## src/sv/u8d_pkg.sv

```systemverilog
// Shared types, constants and the per-byte decode function for the UTF-8 stream decoder.
// Used by the channel interfaces and all decoder modules; depends on nothing.
package u8d_pkg;

    localparam int DataW     = 8;
    localparam int CpW       = 21;
    localparam int MaxRes    = 3;
    localparam int CntW      = 2;
    localparam int ApbDataW  = 32;
    localparam int ApbAddrW  = 3;

    // Register index, taken from the word address paddr[2].
    localparam logic RegUtf8Mode = 1'b0;

    // Byte codes.
    localparam logic [7:0] BomByte0  = 8'hEF;
    localparam logic [7:0] BomByte1  = 8'hBB;
    localparam logic [7:0] BomByte2  = 8'hBF;
    localparam logic [7:0] ContMask  = 8'hC0;
    localparam logic [7:0] ContTag   = 8'h80;
    localparam logic [7:0] Lead2Mask = 8'hE0;
    localparam logic [7:0] Lead2Tag  = 8'hC0;
    localparam logic [7:0] Lead3Mask = 8'hF0;
    localparam logic [7:0] Lead3Tag  = 8'hE0;
    localparam logic [7:0] Lead4Mask = 8'hF8;
    localparam logic [7:0] Lead4Tag  = 8'hF0;
    localparam logic [7:0] BadLeadC0 = 8'hC0;
    localparam logic [7:0] BadLeadC1 = 8'hC1;
    localparam logic [7:0] LeadLimit = 8'hF5;

    typedef struct packed {
        logic [CpW-1:0] code_point;
        logic           end_marker;
    } t_result;

    typedef struct packed {
        logic [CntW-1:0]            cnt;
        t_result [MaxRes-1:0]       res;
    } t_bundle;

    // Request from the core to the result buffer.
    typedef struct packed {
        logic    load;
        t_bundle bnd;
    } t_push;

    typedef struct packed {
        logic [CntW-1:0] pend;
        logic [CpW-1:0]  part;
        logic            emit;
        logic [CpW-1:0]  cp;
        logic            marker;
    } t_dec;

    // Decodes one byte against the sequence state.
    function automatic t_dec dec_byte(input logic [CntW-1:0] pend,
                                      input logic [CpW-1:0]  part,
                                      input logic [DataW-1:0] b,
                                      input logic utf8);
        t_dec d;
        d.pend   = pend;
        d.part   = part;
        d.emit   = 1'b0;
        d.cp     = '0;
        d.marker = 1'b0;
        if (!utf8) begin
            d.pend = '0;
            d.part = '0;
            d.emit = 1'b1;
            d.cp   = {{(CpW-DataW){1'b0}}, b};
        end else if (pend != '0) begin
            if ((b & ContMask) == ContTag) begin
                case (pend)
                    2'd1:    d.part = part | {15'b0, b[5:0]};
                    2'd2:    d.part = part | {9'b0, b[5:0], 6'b0};
                    default: d.part = part | {3'b0, b[5:0], 12'b0};
                endcase
                d.pend = pend - 2'd1;
                if (d.pend == '0) begin
                    d.emit = 1'b1;
                    d.cp   = d.part;
                end
            end else begin
                d.pend   = '0;
                d.part   = '0;
                d.emit   = 1'b1;
                d.marker = 1'b1;
            end
        end else if (!b[7]) begin
            d.emit = 1'b1;
            d.cp   = {{(CpW-DataW){1'b0}}, b};
        end else if ((b & Lead2Mask) == Lead2Tag) begin
            if (b == BadLeadC0 || b == BadLeadC1) begin
                d.emit   = 1'b1;
                d.marker = 1'b1;
            end else begin
                d.part = {10'b0, b[4:0], 6'b0};
                d.pend = 2'd1;
            end
        end else if ((b & Lead3Mask) == Lead3Tag) begin
            d.part = {5'b0, b[3:0], 12'b0};
            d.pend = 2'd2;
        end else if ((b & Lead4Mask) == Lead4Tag && b < LeadLimit) begin
            // Leads F0..F4 carry at most three value bits.
            d.part = {b[2:0], 18'b0};
            d.pend = 2'd3;
        end else begin
            d.emit   = 1'b1;
            d.marker = 1'b1;
        end
        return d;
    endfunction

    // Appends a result to a bundle when one is produced.
    function automatic t_bundle add_res(input t_bundle bi, input logic emit,
                                        input logic [CpW-1:0] cp, input logic marker);
        t_bundle bo;
        bo = bi;
        if (emit && bi.cnt < CntW'(MaxRes)) begin
            bo.res[bi.cnt].code_point = marker ? '0 : cp;
            bo.res[bi.cnt].end_marker = marker;
            bo.cnt = bi.cnt + 2'd1;
        end
        return bo;
    endfunction

endpackage

```

## src/sv/u8d_in_if.sv

```systemverilog
// Byte input channel of the UTF-8 stream decoder: valid/ready with byte and end flag.
// Depends on u8d_pkg.
interface u8d_in_if;
    logic                         valid;
    logic                         ready;
    logic [u8d_pkg::DataW-1:0]    data_byte;
    logic                         end_of_stream;

    modport source (output valid, output data_byte, output end_of_stream, input ready);
    modport sink   (input valid, input data_byte, input end_of_stream, output ready);
endinterface

```

## src/sv/u8d_out_if.sv

```systemverilog
// Result channel of the UTF-8 stream decoder: valid/ready with code point and flags.
// Depends on u8d_pkg.
interface u8d_out_if;
    logic                       valid;
    logic                       ready;
    logic [u8d_pkg::CpW-1:0]    code_point;
    logic                       end_marker;
    logic                       last_of_run;

    modport source (output valid, output code_point, output end_marker,
                    output last_of_run, input ready);
    modport sink   (input valid, input code_point, input end_marker,
                    input last_of_run, output ready);
endinterface

```

## src/sv/u8d_cfg.sv

```systemverilog
// APB-style configuration register block holding the utf8_mode bit.
// Depends on u8d_pkg.
module u8d_cfg (
    input  logic                           i_clk,
    input  logic                           i_rst_n,
    input  logic                           psel,
    input  logic                           penable,
    input  logic                           pwrite,
    input  logic [u8d_pkg::ApbAddrW-1:0]   paddr,
    input  logic [u8d_pkg::ApbDataW-1:0]   pwdata,
    output logic [u8d_pkg::ApbDataW-1:0]   prdata,
    output logic                           pready,
    output logic                           o_utf8_mode
);
    logic r_utf8_mode;
    logic n_utf8_mode;
    logic wr_en;

    assign pready = 1'b1;
    assign wr_en  = psel && penable && pwrite && pready;

    always_comb begin
        n_utf8_mode = r_utf8_mode;
        if (wr_en && paddr[2] == u8d_pkg::RegUtf8Mode) begin
            n_utf8_mode = pwdata[0];
        end
    end

    always_ff @(posedge i_clk) begin
        if (!i_rst_n) begin
            r_utf8_mode <= 1'b0;
        end else begin
            r_utf8_mode <= n_utf8_mode;
        end
    end

    assign prdata      = (paddr[2] == u8d_pkg::RegUtf8Mode)
                         ? {{(u8d_pkg::ApbDataW-1){1'b0}}, r_utf8_mode} : '0;
    assign o_utf8_mode = r_utf8_mode;
endmodule

```

## src/sv/u8d_core.sv

```systemverilog
// Input register, decode state and the single-pass decode that turns one request into
// up to three results. Depends on u8d_pkg and u8d_in_if.
module u8d_core (
    input  logic            i_clk,
    input  logic            i_rst_n,
    input  logic            i_utf8_mode,
    input  logic            i_buf_free,
    u8d_in_if.sink          i_in,
    output u8d_pkg::t_push  o_push
);
    typedef enum logic [1:0] {
        PH_NONE,
        PH_EF,
        PH_EFBB,
        PH_DONE
    } t_phase;

    logic                          r_vld;
    logic [u8d_pkg::DataW-1:0]     r_byte;
    logic                          r_eos;
    t_phase                        r_phase;
    logic                          r_bom;
    logic [u8d_pkg::CntW-1:0]      r_pend;
    logic [u8d_pkg::CpW-1:0]       r_part;

    t_phase                        n_phase;
    logic                          n_bom;
    logic [u8d_pkg::CntW-1:0]      n_pend;
    logic [u8d_pkg::CpW-1:0]       n_part;

    logic                          utf8;
    logic                          bom_step;
    logic                          flush;
    logic                          consume;
    logic                          take;
    u8d_pkg::t_bundle              bnd;
    u8d_pkg::t_dec                 d0;
    u8d_pkg::t_dec                 d1;
    u8d_pkg::t_dec                 d2;

    assign utf8 = i_utf8_mode | r_bom;

    assign bom_step = !r_eos &&
                      ((r_phase == PH_NONE && r_byte == u8d_pkg::BomByte0) ||
                       (r_phase == PH_EF   && r_byte == u8d_pkg::BomByte1) ||
                       (r_phase == PH_EFBB && r_byte == u8d_pkg::BomByte2));
    assign flush = !bom_step;

    // Held BOM bytes are replayed first, then the new byte or, at end of stream, the tail.
    always_comb begin
        bnd    = '0;
        n_pend = r_pend;
        n_part = r_part;
        d0     = '0;
        d1     = '0;
        d2     = '0;
        if (flush && (r_phase == PH_EF || r_phase == PH_EFBB)) begin
            d0     = u8d_pkg::dec_byte(n_pend, n_part, u8d_pkg::BomByte0, utf8);
            bnd    = u8d_pkg::add_res(bnd, d0.emit, d0.cp, d0.marker);
            n_pend = d0.pend;
            n_part = d0.part;
        end
        if (flush && r_phase == PH_EFBB) begin
            d1     = u8d_pkg::dec_byte(n_pend, n_part, u8d_pkg::BomByte1, utf8);
            bnd    = u8d_pkg::add_res(bnd, d1.emit, d1.cp, d1.marker);
            n_pend = d1.pend;
            n_part = d1.part;
        end
        if (flush && !r_eos) begin
            d2     = u8d_pkg::dec_byte(n_pend, n_part, r_byte, utf8);
            bnd    = u8d_pkg::add_res(bnd, d2.emit, d2.cp, d2.marker);
            n_pend = d2.pend;
            n_part = d2.part;
        end
        if (r_eos) begin
            if (n_pend != '0) begin
                n_pend = '0;
                n_part = '0;
                bnd    = u8d_pkg::add_res(bnd, 1'b1, '0, 1'b1);
            end
            bnd = u8d_pkg::add_res(bnd, 1'b1, '0, 1'b1);
        end
    end

    always_comb begin
        n_phase = PH_DONE;
        n_bom   = r_bom;
        if (bom_step) begin
            unique case (r_phase)
                PH_NONE: n_phase = PH_EF;
                PH_EF:   n_phase = PH_EFBB;
                default: begin
                    n_phase = PH_DONE;
                    n_bom   = 1'b1;
                end
            endcase
        end
    end

    // An item leaves the input register when it makes no result or the buffer is free.
    assign consume    = r_vld && (bnd.cnt == '0 || i_buf_free);
    assign i_in.ready = !r_vld || consume;
    assign take       = i_in.valid && i_in.ready;

    assign o_push.load = consume && bnd.cnt != '0;
    assign o_push.bnd  = bnd;

    always_ff @(posedge i_clk) begin
        if (!i_rst_n) begin
            r_vld   <= 1'b0;
            r_phase <= PH_NONE;
            r_bom   <= 1'b0;
            r_pend  <= '0;
            r_part  <= '0;
        end else begin
            if (take) begin
                r_vld <= 1'b1;
            end else if (consume) begin
                r_vld <= 1'b0;
            end
            if (consume) begin
                r_phase <= n_phase;
                r_bom   <= n_bom;
                r_pend  <= n_pend;
                r_part  <= n_part;
            end
        end
    end

    always_ff @(posedge i_clk) begin
        if (take) begin
            r_byte <= i_in.data_byte;
            r_eos  <= i_in.end_of_stream;
        end
    end
endmodule

```

## src/sv/u8d_out_buf.sv

```systemverilog
// Result register stage: holds one request's results and hands them out one per cycle
// while o_out.ready is high. Depends on u8d_pkg and u8d_out_if.
module u8d_out_buf (
    input  logic            i_clk,
    input  logic            i_rst_n,
    input  u8d_pkg::t_push  i_push,
    output logic            o_buf_free,
    u8d_out_if.source       o_out
);
    logic [u8d_pkg::CntW-1:0]             r_cnt;
    logic [u8d_pkg::CntW-1:0]             n_cnt;
    u8d_pkg::t_result [u8d_pkg::MaxRes-1:0] r_res;
    u8d_pkg::t_result [u8d_pkg::MaxRes-1:0] n_res;
    logic                                 fire;

    assign o_out.valid       = r_cnt != '0;
    assign o_out.code_point  = r_res[0].code_point;
    assign o_out.end_marker  = r_res[0].end_marker;
    assign o_out.last_of_run = r_cnt == 2'd1;

    assign fire       = o_out.valid && o_out.ready;
    assign o_buf_free = (r_cnt == '0) || (fire && r_cnt == 2'd1);

    always_comb begin
        n_cnt = r_cnt;
        n_res = r_res;
        if (i_push.load) begin
            n_cnt = i_push.bnd.cnt;
            n_res = i_push.bnd.res;
        end else if (fire) begin
            n_cnt    = r_cnt - 2'd1;
            n_res[0] = r_res[1];
            n_res[1] = r_res[2];
        end
    end

    always_ff @(posedge i_clk) begin
        if (!i_rst_n) begin
            r_cnt <= '0;
        end else begin
            r_cnt <= n_cnt;
        end
    end

    always_ff @(posedge i_clk) begin
        r_res <= n_res;
    end
endmodule

```

## src/sv/utf8_stream_decoder.sv

```systemverilog
// UTF-8 stream decoder top level: configuration register, decode core, result buffer.
// Depends on u8d_pkg, u8d_in_if, u8d_out_if, u8d_cfg, u8d_core and u8d_out_buf.
//
// Usage: bytes arrive on i_in (valid/ready, data_byte, end_of_stream) and code points
// leave on o_out (valid/ready, code_point, end_marker, last_of_run). An end_of_stream
// request flushes held bytes, reports a cut-off sequence, then gives the end marker.
// The APB port holds utf8_mode at address 0; write it only while the block is idle.
// Timing: a request is taken into the input register, decoded out of it, and its
// results are loaded into the result register, from which they show on o_out.
// Throughput: one request per cycle while each makes at most one result and o_out
// is ready. A request with several results holds the result register until all have
// gone, one a cycle while o_out.ready is high; requests making no result (BOM bytes,
// inner continuation bytes) still flow one per cycle. The result and input registers
// are separate, so a new request is taken while a finished result waits.
// Reset: i_rst_n low at a clock edge clears the mode, the BOM detector, any partial
// sequence and both registers; no result is valid afterwards.
// Stall: with o_out.ready low the result register holds its result, the input
// register takes one more request, and if it makes results, i_in.ready drops.
module utf8_stream_decoder (
    input  logic                           i_clk,
    input  logic                           i_rst_n,
    u8d_in_if.sink                         i_in,
    u8d_out_if.source                      o_out,
    input  logic                           psel,
    input  logic                           penable,
    input  logic                           pwrite,
    input  logic [u8d_pkg::ApbAddrW-1:0]   paddr,
    input  logic [u8d_pkg::ApbDataW-1:0]   pwdata,
    output logic [u8d_pkg::ApbDataW-1:0]   prdata,
    output logic                           pready
);
    logic           utf8_mode;
    logic           buf_free;
    u8d_pkg::t_push push;

    u8d_cfg u_cfg (
        .i_clk       (i_clk),
        .i_rst_n     (i_rst_n),
        .psel        (psel),
        .penable     (penable),
        .pwrite      (pwrite),
        .paddr       (paddr),
        .pwdata      (pwdata),
        .prdata      (prdata),
        .pready      (pready),
        .o_utf8_mode (utf8_mode)
    );

    u8d_core u_core (
        .i_clk       (i_clk),
        .i_rst_n     (i_rst_n),
        .i_utf8_mode (utf8_mode),
        .i_buf_free  (buf_free),
        .i_in        (i_in),
        .o_push      (push)
    );

    u8d_out_buf u_out_buf (
        .i_clk      (i_clk),
        .i_rst_n    (i_rst_n),
        .i_push     (push),
        .o_buf_free (buf_free),
        .o_out      (o_out)
    );
endmodule

```

## src/flat_wrapper.sv

```systemverilog
// flat-port wrapper written by rule: the top's interface ports become plain ports
module utf8_stream_decoder_flat 
  (i_clk, i_rst_n, psel, penable, pwrite, paddr, pwdata, prdata, pready, i_in_valid, i_in_data_byte, i_in_end_of_stream, i_in_ready, o_out_valid, o_out_code_point, o_out_end_marker, o_out_last_of_run, o_out_ready);
  u8d_in_if i_in_i ();
  u8d_out_if o_out_i ();
  input  logic i_clk;
  input  logic i_rst_n;
  input  logic psel;
  input  logic penable;
  input  logic pwrite;
  input  logic [u8d_pkg::ApbAddrW-1:0] paddr;
  input  logic [u8d_pkg::ApbDataW-1:0] pwdata;
  output logic [u8d_pkg::ApbDataW-1:0] prdata;
  output logic pready;
  input wire logic [$bits(i_in_i.valid)-1:0] i_in_valid;
  input wire logic [$bits(i_in_i.data_byte)-1:0] i_in_data_byte;
  input wire logic [$bits(i_in_i.end_of_stream)-1:0] i_in_end_of_stream;
  output wire logic [$bits(i_in_i.ready)-1:0] i_in_ready;
  output wire logic [$bits(o_out_i.valid)-1:0] o_out_valid;
  output wire logic [$bits(o_out_i.code_point)-1:0] o_out_code_point;
  output wire logic [$bits(o_out_i.end_marker)-1:0] o_out_end_marker;
  output wire logic [$bits(o_out_i.last_of_run)-1:0] o_out_last_of_run;
  input wire logic [$bits(o_out_i.ready)-1:0] o_out_ready;
  assign i_in_i.valid = i_in_valid;
  assign i_in_i.data_byte = i_in_data_byte;
  assign i_in_i.end_of_stream = i_in_end_of_stream;
  assign i_in_ready = i_in_i.ready;
  assign o_out_valid = o_out_i.valid;
  assign o_out_code_point = o_out_i.code_point;
  assign o_out_end_marker = o_out_i.end_marker;
  assign o_out_last_of_run = o_out_i.last_of_run;
  assign o_out_i.ready = o_out_ready;
  utf8_stream_decoder u_core (.i_clk(i_clk), .i_rst_n(i_rst_n), .i_in(i_in_i), .o_out(o_out_i), .psel(psel), .penable(penable), .pwrite(pwrite), .paddr(paddr), .pwdata(pwdata), .prdata(prdata), .pready(pready));
endmodule
```

## config.mk

```make
export PLATFORM = sky130hd
export DESIGN_NAME = utf8_stream_decoder_flat
export DESIGN_NICKNAME = d
export VERILOG_FILES = /design/src/sv/u8d_pkg.sv /design/src/sv/u8d_in_if.sv /design/src/sv/u8d_out_if.sv /design/src/sv/u8d_cfg.sv /design/src/sv/u8d_core.sv /design/src/sv/u8d_out_buf.sv /design/src/sv/utf8_stream_decoder.sv /design/src/flat_wrapper.sv
export SDC_FILE = /design/constraint.sdc
export NUM_CORES = 1
export LEC_CHECK = 0
export ABC_AREA = 1
export ABC_CLOCK_PERIOD_IN_PS = 6700
export BUFFER_PORTS_ARGS = -buffer_cell sky130_fd_sc_hd__buf_2
export CAP_MARGIN = 10
export CELL_PAD_IN_SITES_DETAIL_PLACEMENT = 1
export CELL_PAD_IN_SITES_GLOBAL_PLACEMENT = 1
export CORE_UTILIZATION = 42
export DETAILED_ROUTE_END_ITERATION = 7
export MAX_ROUTING_LAYER = met4
export PLACE_DENSITY = 0.89
export SLEW_MARGIN = 20
export SYNTH_ARGS = -nofsm -noshare
export SYNTH_HDL_FRONTEND = slang
export SYNTH_HIERARCHICAL = 1
export SYNTH_SLANG_ARGS = --single-unit
```

## constraint.sdc

```tcl
create_clock -name i_clk -period 6.7 [get_ports i_clk]
set_input_delay 0.67 -clock i_clk [delete_from_list [all_inputs] [get_ports i_clk]]
set_output_delay 0.67 -clock i_clk [all_outputs]
set_load 0.01 [all_outputs]
```

==> results of run 1 <==
-- layer usage --
| metal | wire length, um | up-vias | GRT usage (%) |
|---|---|---|---|
| met1 | 11200 | 3544 | 35.2 |
| met5 | 0 | - | - |
| met3 | 1330 | 49 | 2.99 |
| li1 | - | 3579 | - |
| met4 | 717 | 0 | 10.2 |
| met2 | 11400 | 260 | 42.5 |
-- state kept, by name (all words and copies together) (netlist names) --
signal,cells
u_core/u_core/r_vld,1
u_core/u_core/r_pend,2
u_core/u_core/r_eos,1
u_core/u_out_buf/r_cnt,2
u_core/u_core/r_byte,8
u_core/u_out_buf/r_res,44
u_core/u_out_buf/o_out.code_point,21
u_core/u_core/r_bom,1
u_core/u_cfg/o_utf8_mode,1
u_core/u_core/r_phase,2
u_core/u_out_buf/o_out.end_marker,1
u_core/u_core/r_part,21
-- through the flow --
step | util (%) | instances | power (W)
2_1_floorplan | - | 1154 | 0.00209
3_3_place_gp | 43.6 | 1339 | 0.00229
3_5_place_dp | 43.6 | 1339 | 0.00234
4_1_cts | 45.2 | 1355 | 0.00289
5_1_grt | 45.2 | 1355 | 0.00309
6_report | 45.2 | 1355 | 0.00289
-- placed cells by master (no fill, tap or decap), types with 6 or more instances in the layout --
| cell type | instances |
|---|---|
| o21ai_1 | 10 |
| clkbuf_16 | 9 |
| edfxtp_1 | 75 |
| o211ai_1 | 16 |
| dfxtp_1 | 30 |
| nand3_1 | 60 |
| a31oi_1 | 9 |
| nand2_2 | 15 |
| nor2_2 | 9 |
| inv_1 | 104 |
| buf_4 | 10 |
| ha_1 | 22 |
| nor3_1 | 7 |
| a21oi_1 | 60 |
| inv_2 | 9 |
| conb_1 | 32 |
| nor2_4 | 7 |
| o21ai_0 | 73 |
| nand2_1 | 370 |
| o22ai_1 | 13 |
| nand3_2 | 6 |
| nor2_1 | 89 |
| nand4_1 | 6 |
| buf_2 | 43 |
-- kinds of logic (layout without fill, tap and decap cells) --
kind of cell	after synthesis	in the layout
simple gates	576	576
other cells	2	32
compound gates	202	202
xor+xnor	1	1
flops	105	105
fa+ha+maj	22	22
buf+inv	216	188
-- power breakdown --
group | leakage (nW) | switching (W) | total [W] | internal (W)
Sequential | 0.964 | 0.0000685 | 0.00103 | 0.000964
Clock | 0.137 | 0.000273 | 0.000533 | 0.000261
Combinational | 2.53 | 0.000956 | 0.00132 | 0.000364
Total | 3.63 | 0.00130 | 0.00289 | 0.00159
-- final cells by class --
type / count / area, um^2
fill: 2408 / 9970
clock inverter: 7 / 62.6
clock buffer: 9 / 225
sequential: 105 / 2850
tap: 229 / 287
multi-input combinational: 833 / 4050
timing repair buffer: 53 / 290
inverter: 119 / 465
-- final timing paths --
path / cells past startpoint / from / end
worst max-delay path: 30 / u_core/u_core/r_byte[4]$_DFFE_PP_ / u_core/u_out_buf/r_cnt[1]$_SDFFE_PN0P_
worst min-delay path: 2 / u_core/u_core/r_part[17]$_SDFFE_PN0P_ / u_core/u_core/r_part[17]$_SDFFE_PN0P_
worst min register to register: 2 / u_core/u_core/r_part[17]$_SDFFE_PN0P_ / u_core/u_core/r_part[17]$_SDFFE_PN0P_
worst max register to register: 30 / u_core/u_core/r_byte[4]$_DFFE_PP_ / u_core/u_out_buf/r_cnt[1]$_SDFFE_PN0P_
-- worst register-to-register path, delay by kind of cell (launching register included) --
kind / cells / cell delay [ps]
simple gates: 16 / 2300
buf+inv: 8 / 1370
fa+ha+maj: 3 / 820
flops: 1 / 520
compound gates: 2 / 440
xor+xnor: 1 / 310
==> run_results.csv, run 1 <==
group,metric,value,unit
outcome,outcome,"complete, no violations",
timing,fin_worst_skew,12.2,ps
global_routing,grt_use_total,26.8,%
route,wl,24.6,mm
yosys,synthAdderAreaFrac,3.47,%
timing,finalCriticalPeriod,5880,ps
placed_design,globalplace.congestion,0.958,
yosys,ys_types,45,
worst_setup_path,ff2ff_setup_slack,820,ps
route,route.vias.total,7432,
yosys,synth_top_area_share,28.4,%
yosys,syn-cell-area,7930,um^2
timing,hold_viol_final,0,
yosys,ys_seq_area_share,36.0,%
floorplanning,start_util,43.5,%
timing,max_freq,170,MHz
placed_design,dp_hpwl,17.9,mm
worst_setup_path,crit_family,"simple AND/OR/NAND/NOR gates",
yosys,yosysMostFrequentCell,"nand2_1",
worst_setup_path,worstPathMaxFanout,69,
power_and_ir_drop,p_leak,3.63,nW
floorplanning,die_h,139,um
yosys,synth_mux_area_share,0,%
run,maxCapViolCount,0,
clock_network,post-cts-setup-buffer-count,0,
timing,tns,0,ps
yosys,yosys-top-cells-count,"nand2_1 (370), inv_1 (106), nor2_1 (89), edfxtp_1 (75), o21ai_0 (73)",
yosys,synth_simple_gate_area_share,31.2,%
yosys,synth-compound-area-share,14.6,%
clock_network,clock_sinks,105,
finish,final_area,8240,um^2
timing,tightest_slew,990,ps
yosys,synth_top_family_by_area,"simple AND/OR/NAND/NOR gates",
worst_setup_path,cp_num_buf_inv,8,
yosys,synth_area_leader_cell,"edfxtp_1",
timing,fin_ws,821,ps
clock_network,ctsLongestPathBuffers,2,
clock_network,hold_buffers,0,
timing,worst_hold_slack,469,ps
finish,drive_gt1_share,11.8,%
finish,fin_nets,1194,
timing,finalMaxSlewViolations,0,
power_and_ir_drop,p_per_area,350,nW/um^2
placed_design,postPlaceCellArea,7950,um^2
power_and_ir_drop,irDropWorstVdd,0.139,mV
global_routing,antenna_found_initial,0,
clock_network,path_clk_slew,80,ps
yosys,ys_warn_count,6,
finish,area_delta_synth_final,3.88,%
worst_setup_path,worstPathRequired,6950,ps
route,via_per_inst,5.48,
worst_setup_path,crit_path_end_kind,"flop",
worst_setup_path,path_class,"reg -> reg",
route,route.detailed.wl_per_inst,18.2,um
global_routing,grt_pass1_wl,39.5,mm
clock_network,cts_made_buffers,9,
floorplanning,core,18200,um^2
placed_design,portBuffers,43,
yosys,synthCells,1124,
clock_network,ctsRootBufferMaster,"clkbuf_16",
clock_network,cts_tree,"built",
worst_setup_path,worst_setup_path_start_kind,"flop",
worst_hold_path,hp-class,"reg -> reg",
clock_network,cts.repair.resized,0,
global_routing,grt_max_degree,70,
timing,setup_violations,0,
worst_setup_path,crit_slowest_cell,"buf_4",
timing,rsz0062_at_grt,"false",
yosys,synth_ff_type,"edfxtp_1",
clock_network,h-tree-depth,3,
yosys,syn_area_per_cell,7.05,um^2
clock_network,clk_latency,360,ps
worst_setup_path,crit_arrival,6130,ps
floorplanning,rows,49,
floorplanning,io_pins,109,
route,first_pass_iters,5,
global_routing,gr-total-overflow,0,
worst_setup_path,cpPeakStageDelay,580,ps
route,drc,0,
floorplanning,dieArea,19400,um^2
placed_design,pre_cts_ws,877,ps
yosys,synth_area_leaders,"edfxtp_1 (28%), nand2_1 (18%), dfxtp_1 (7.6%)",
yosys,ys_ff_latch,105,
floorplanning,fp.dieW,139,um
yosys,async_flop_share,0,%
global_routing,grt_pass1_vias,7318,
finish,diodes,0,
timing,relSlewSlack,34.0,%
yosys,synth_edf_count,75,
yosys,synth_xor_area_share,0.205,%
timing,post-route-period-util,87.7,%
route,initialDrtViolationCount,630,
route,antenna_left,0,
No activity file was read; power rests on OpenSTA's default activity.
==> run 2: changes to the inputs <==
--- a/config.mk
+++ b/config.mk
@@ -12,6 +12,7 @@
 export CELL_PAD_IN_SITES_DETAIL_PLACEMENT = 1
 export CELL_PAD_IN_SITES_GLOBAL_PLACEMENT = 1
 export CORE_UTILIZATION = 42
+export CTS_BUF_LIST = sky130_fd_sc_hd__clkbuf_8
 export DETAILED_ROUTE_END_ITERATION = 7
 export MAX_ROUTING_LAYER = met4
 export PLACE_DENSITY = 0.89
==> run_results.csv, run 2 (synthesis results as in run 1) <==
group,metric,value,unit
worst_setup_path,cpPeakStageDelay,590,ps
power_and_ir_drop,p_per_area,337,nW/um^2
route,initialDrtViolationCount,652,
finish,final_area,8130,um^2
finish,area_delta_synth_final,2.60,%
route,first_pass_iters,5,
global_routing,antenna_found_initial,0,
timing,worst_hold_slack,441,ps
clock_network,cts_tree,"built",
worst_setup_path,r2r-start,"u_core/u_core/r_byte[7]$_DFFE_PP_",
placed_design,portBuffers,43,
worst_hold_path,hold_path.startpoint,"i_in_end_of_stream",
global_routing,grt_use_total,26.5,%
floorplanning,die_h,139,um
floorplanning,start_util,43.5,%
clock_network,hold_buffers,0,
global_routing,grt_pass1_vias,7293,
route,wl,24.3,mm
route,route.vias.total,7371,
worst_setup_path,cp_common_cell,"inv_1",
route,drc,0,
run,maxCapViolCount,0,
route,route.detailed.wl_per_inst,18.0,um
clock_network,ctsRootBufferMaster,"clkbuf_8",
finish,top_register,"u_core/u_out_buf/r_res",
worst_setup_path,worstPathRequired,6990,ps
timing,post-route-period-util,87.7,%
finish,final_common_cell,"nand2_1",
timing,hold_viol_final,0,
clock_network,clk_latency,400,ps
worst_setup_path,worst_setup_path_start_kind,"flop",
timing,relSlewSlack,35.5,%
outcome,outcome,"complete, no violations",
worst_setup_path,crit_slowest_cell,"edfxtp_1",
route,antenna_left,0,
timing,max_freq,170,MHz
finish,largest_reg_flops,44,
timing,setup_violations,0,
global_routing,gr-total-overflow,0,
timing,rsz0062_at_grt,"false",
worst_setup_path,crit_path_end_kind,"flop",
timing,finalMaxSlewViolations,0,
power_and_ir_drop,p_leak,3.58,nW
worst_setup_path,crit_arrival,6170,ps
clock_network,cts.repair.resized,0,
placed_design,postPlaceCellArea,7950,um^2
timing,fin_ws,823,ps
finish,drive_gt1_share,11.8,%
clock_network,post-cts-setup-buffer-count,0,
floorplanning,rows,49,
worst_setup_path,startpoint,"u_core/u_core/r_byte[7]$_DFFE_PP_",
finish,final_cell_mix,"nand2_1 (370), inv_1 (104), nor2_1 (89)",
clock_network,ctsLongestPathBuffers,2,
finish,fillers,2420,
floorplanning,fp.dieW,139,um
clock_network,cts_made_buffers,9,
finish,diodes,0,
timing,fin_worst_skew,16.2,ps
global_routing,grt_pass1_wl,39.0,mm
timing,tightest_slew,968,ps
floorplanning,io_pins,109,
finish,fin_nets,1194,
worst_setup_path,worstPathMaxFanout,69,
route,via_per_inst,5.44,
timing,tns,0,ps
placed_design,dp_hpwl,17.9,mm
floorplanning,core,18200,um^2
worst_hold_path,hp-class,"in -> reg",
floorplanning,dieArea,19400,um^2
worst_setup_path,path_class,"reg -> reg",
clock_network,path_clk_slew,120,ps
clock_network,h-tree-depth,3,
global_routing,grt_max_degree,70,
placed_design,pre_cts_ws,877,ps
placed_design,globalplace.congestion,0.958,
power_and_ir_drop,irDropWorstVdd,0.138,mV
timing,finalCriticalPeriod,5880,ps
clock_network,clock_sinks,105,
[run 2: cell count changes in the layout (fill, tap and decap cells not counted)]
cell,previous run,this run
clkbuf_16,9,0
clkbuf_8,0,9
[run 2: metrics by stage]
| step | instances | util [%] | total power (W) |
|---|---|---|---|
| after floorplan | 1154 | - | 0.00209 |
| after global placement | 1339 | 43.6 | 0.00229 |
| after detailed placement | 1339 | 43.6 | 0.00234 |
| after CTS | 1355 | 44.7 | 0.00275 |
| after global routing | 1355 | 44.7 | 0.00295 |
| final | 1355 | 44.7 | 0.00274 |
[run 2: worst max-delay path: cells and delay by family (launching register included)]
kind | cells | cell delay [ps]
simple gates | 16 | 2400
xor+xnor | 1 | 310
fa+ha+maj | 3 | 820
compound gates | 2 | 430
buf+inv | 7 | 1190
flops | 1 | 590
[run 2: power by group]
part	total [W]	switching, W	internal, W
sequential	0.00103	0.0000685	0.000963
combinational	0.00131	0.000946	0.000364
clock	0.000399	0.000256	0.000143
total	0.00274	0.00127	0.00147
[run 2: area by class of cell]
type | instances | area [um^2] | area share [%]
Multi-Input combinational cell | 833 | 4050 | 49.8
Sequential cell | 105 | 2850 | 35.1
Inverter | 119 | 465 | 5.72
Timing Repair Buffer | 53 | 290 | 3.57
Tap cell | 229 | 287 | 3.52
Clock buffer | 9 | 124 | 1.52
Clock inverter | 7 | 62.6 | 0.769
[run 2: path summary, 6_finish.rpt]
kind,to,slack (ps),depth (start not counted)
worst min register to register,u_core/u_core/r_part[17]$_SDFFE_PN0P_,480,2
worst min-delay path,u_core/u_core/r_eos$_DFFE_PP_,440,1
worst max register to register,u_core/u_out_buf/r_cnt[1]$_SDFFE_PN0P_,820,29
worst max-delay path,u_core/u_out_buf/r_cnt[1]$_SDFFE_PN0P_,820,29
[run 2: layer usage]
metal	routed length (um)	global-route usage [%]	share of wire, %
met5	0	-	0
met4	635	9.71	2.6
met3	1260	3.37	5.2
met2	11200	41.3	46
met1	11200	35.2	46
==> run 3: changes to the inputs <==
--- a/config.mk
+++ b/config.mk
@@ -14,7 +14,6 @@
 export CORE_UTILIZATION = 42
 export CTS_BUF_LIST = sky130_fd_sc_hd__clkbuf_8
 export DETAILED_ROUTE_END_ITERATION = 7
-export MAX_ROUTING_LAYER = met4
 export PLACE_DENSITY = 0.89
 export SLEW_MARGIN = 20
 export SYNTH_ARGS = -nofsm -noshare
==> run_results.csv, run 3 (synthesis results as in run 1) <==
group,metric,value,unit
clock_network,ctsLongestPathBuffers,2,
route,wl,24.2,mm
route,wl_met3,1.47,mm
finish,final_cell_mix,"nand2_1 (370), inv_1 (104), nor2_1 (89)",
placed_design,pre_cts_ws,977,ps
finish,fillers,2401,
placed_design,place_inst,1339,
clock_network,path_clk_slew,120,ps
worst_setup_path,worstPathMaxFanout,34,
timing,rsz0062_at_grt,"false",
floorplanning,fp.dieW,139,um
finish,diodes,0,
route,via_per_inst,5.51,
placed_design,portBuffers,43,
global_routing,grt_max_degree,71,
clock_network,cts.repair.resized,0,
route,first_pass_iters,5,
timing,worst_hold_slack,432,ps
placed_design,globalplace.congestion,0.933,
placed_design,dp_hpwl,17.7,mm
floorplanning,die_h,139,um
finish,top_register,"u_core/u_out_buf/r_res",
global_routing,gr-total-overflow,0,
clock_network,post-cts-setup-buffer-count,0,
finish,finalNonFillerCells,1355,
global_routing,grt_pass1_vias,7289,
floorplanning,rows,49,
finish,largest_reg_flops,44,
timing,finalCriticalPeriod,5800,ps
route,route.vias.total,7466,
floorplanning,io_pins,109,
route,route.detailed.wl_per_inst,17.9,um
route,drc,0,
route,top_layer_used,"met4",
timing,hold_viol_final,0,
global_routing,grt_pass1_wl,38.6,mm
timing,fin_worst_skew,12.6,ps
power_and_ir_drop,p_total,0.00276,W
finish,final_common_cell,"nand2_1",
timing,max_freq,172,MHz
global_routing,grt_use_total,25.4,%
floorplanning,core,18200,um^2
timing,relSlewSlack,43.0,%
finish,drive_gt1_share,11.8,%
clock_network,cts_made_buffers,9,
power_and_ir_drop,p_leak,3.59,nW
route,antenna_left,0,
outcome,outcome,"complete, no violations",
floorplanning,start_util,43.5,%
worst_setup_path,worst_setup_path_start_kind,"flop",
worst_setup_path,crit_arrival,5130,ps
timing,fin_ws,901,ps
timing,setup_violations,0,
worst_setup_path,worstPathRequired,6030,ps
timing,tns,0,ps
power_and_ir_drop,p_per_area,338,nW/um^2
power_and_ir_drop,irDropWorstVdd,0.144,mV
clock_network,cts_tree,"built",
global_routing,antenna_found_initial,0,
worst_hold_path,hp-class,"in -> reg",
floorplanning,dieArea,19400,um^2
clock_network,h-tree-depth,3,
run,maxCapViolCount,0,
worst_setup_path,crit_path_end_kind,"output port",
route,initialDrtViolationCount,637,
worst_setup_path,path_class,"reg -> out",
finish,fin_nets,1194,
timing,tightest_slew,854,ps
route,wl_met1,10.7,mm
clock_network,clock_sinks,105,
timing,post-route-period-util,86.6,%
route,met2_wirelength,11.2,mm
clock_network,ctsRootBufferMaster,"clkbuf_8",
finish,area_delta_synth_final,2.78,%
clock_network,hold_buffers,0,
timing,finalMaxSlewViolations,0,
clock_network,clk_latency,400,ps
-- run 3: cell count changes in the layout (fill, tap and decap cells not counted), sizes merged --
cell / previous run / this run
clkinv: 6 / 7
inv: 117 / 116
-- run 3: per-stage QoR --
stage | area [um^2] | util, %
floorplan | 8040 | -
global placement | 7960 | 43.7
detailed placement | 7960 | 43.7
CTS | 8150 | 44.7
global route | 8150 | 44.7
finish | 8150 | 44.7
-- run 3: metal layers --
| layer | track usage, % | up-vias |
|---|---|---|
| met4 | 10.7 | 0 |
| met2 | 41.8 | 256 |
| met3 | 4.51 | 54 |
| li1 | - | 3577 |
| met5 | 0 | - |
| met1 | 32.7 | 3579 |
-- run 3: cell type report --
cell class	instances	area [um^2]	share of cell area [%]
Clock inverter	7	63.8	0.783
Timing Repair Buffer	53	303	3.72
Inverter	119	465	5.71
Tap cell	229	287	3.52
Sequential cell	105	2850	35.0
Clock buffer	9	124	1.52
Multi-Input combinational cell	833	4050	49.7
-- run 3: worst max-delay path, cell delays in order (launching register included) --
cell and delay (ps):
edfxtp_1 530, inv_2 180, nand2_1 80, nor2_2 190, nand3_2 120, nand3_4 120
nand2_4 90, nand2_4 360, nand2_1 170, nand2_1 210, inv_1 130, ha_1 310
nor3_1 270, inv_1 110, ha_1 320, o21ai_2 270, inv_1 110, ha_1 200
inv_1 110, nand3_4 120, xnor2_2 290, nand3_2 150, nand3_1 140, buf_2 160
-- run 3: final timing paths --
path,startpoint,end,slack [ps],cells after the start
worst max register to register,u_core/u_core/r_byte[4]$_DFFE_PP_,u_core/u_out_buf/r_res[31]$_DFFE_PP_,950,29
worst min-delay path,i_in_end_of_stream,u_core/u_core/r_eos$_DFFE_PP_,430,1
worst max-delay path,u_core/u_core/r_byte[4]$_DFFE_PP_,i_in_ready,900,23
worst min register to register,u_core/u_core/r_part[14]$_SDFFE_PN0P_,u_core/u_core/r_part[14]$_SDFFE_PN0P_,470,2
-- run 3: where the power goes --
part	internal, W	switching [W]
sequential	0.000963	0.0000720
combinational	0.000369	0.000948
clock	0.000143	0.000261
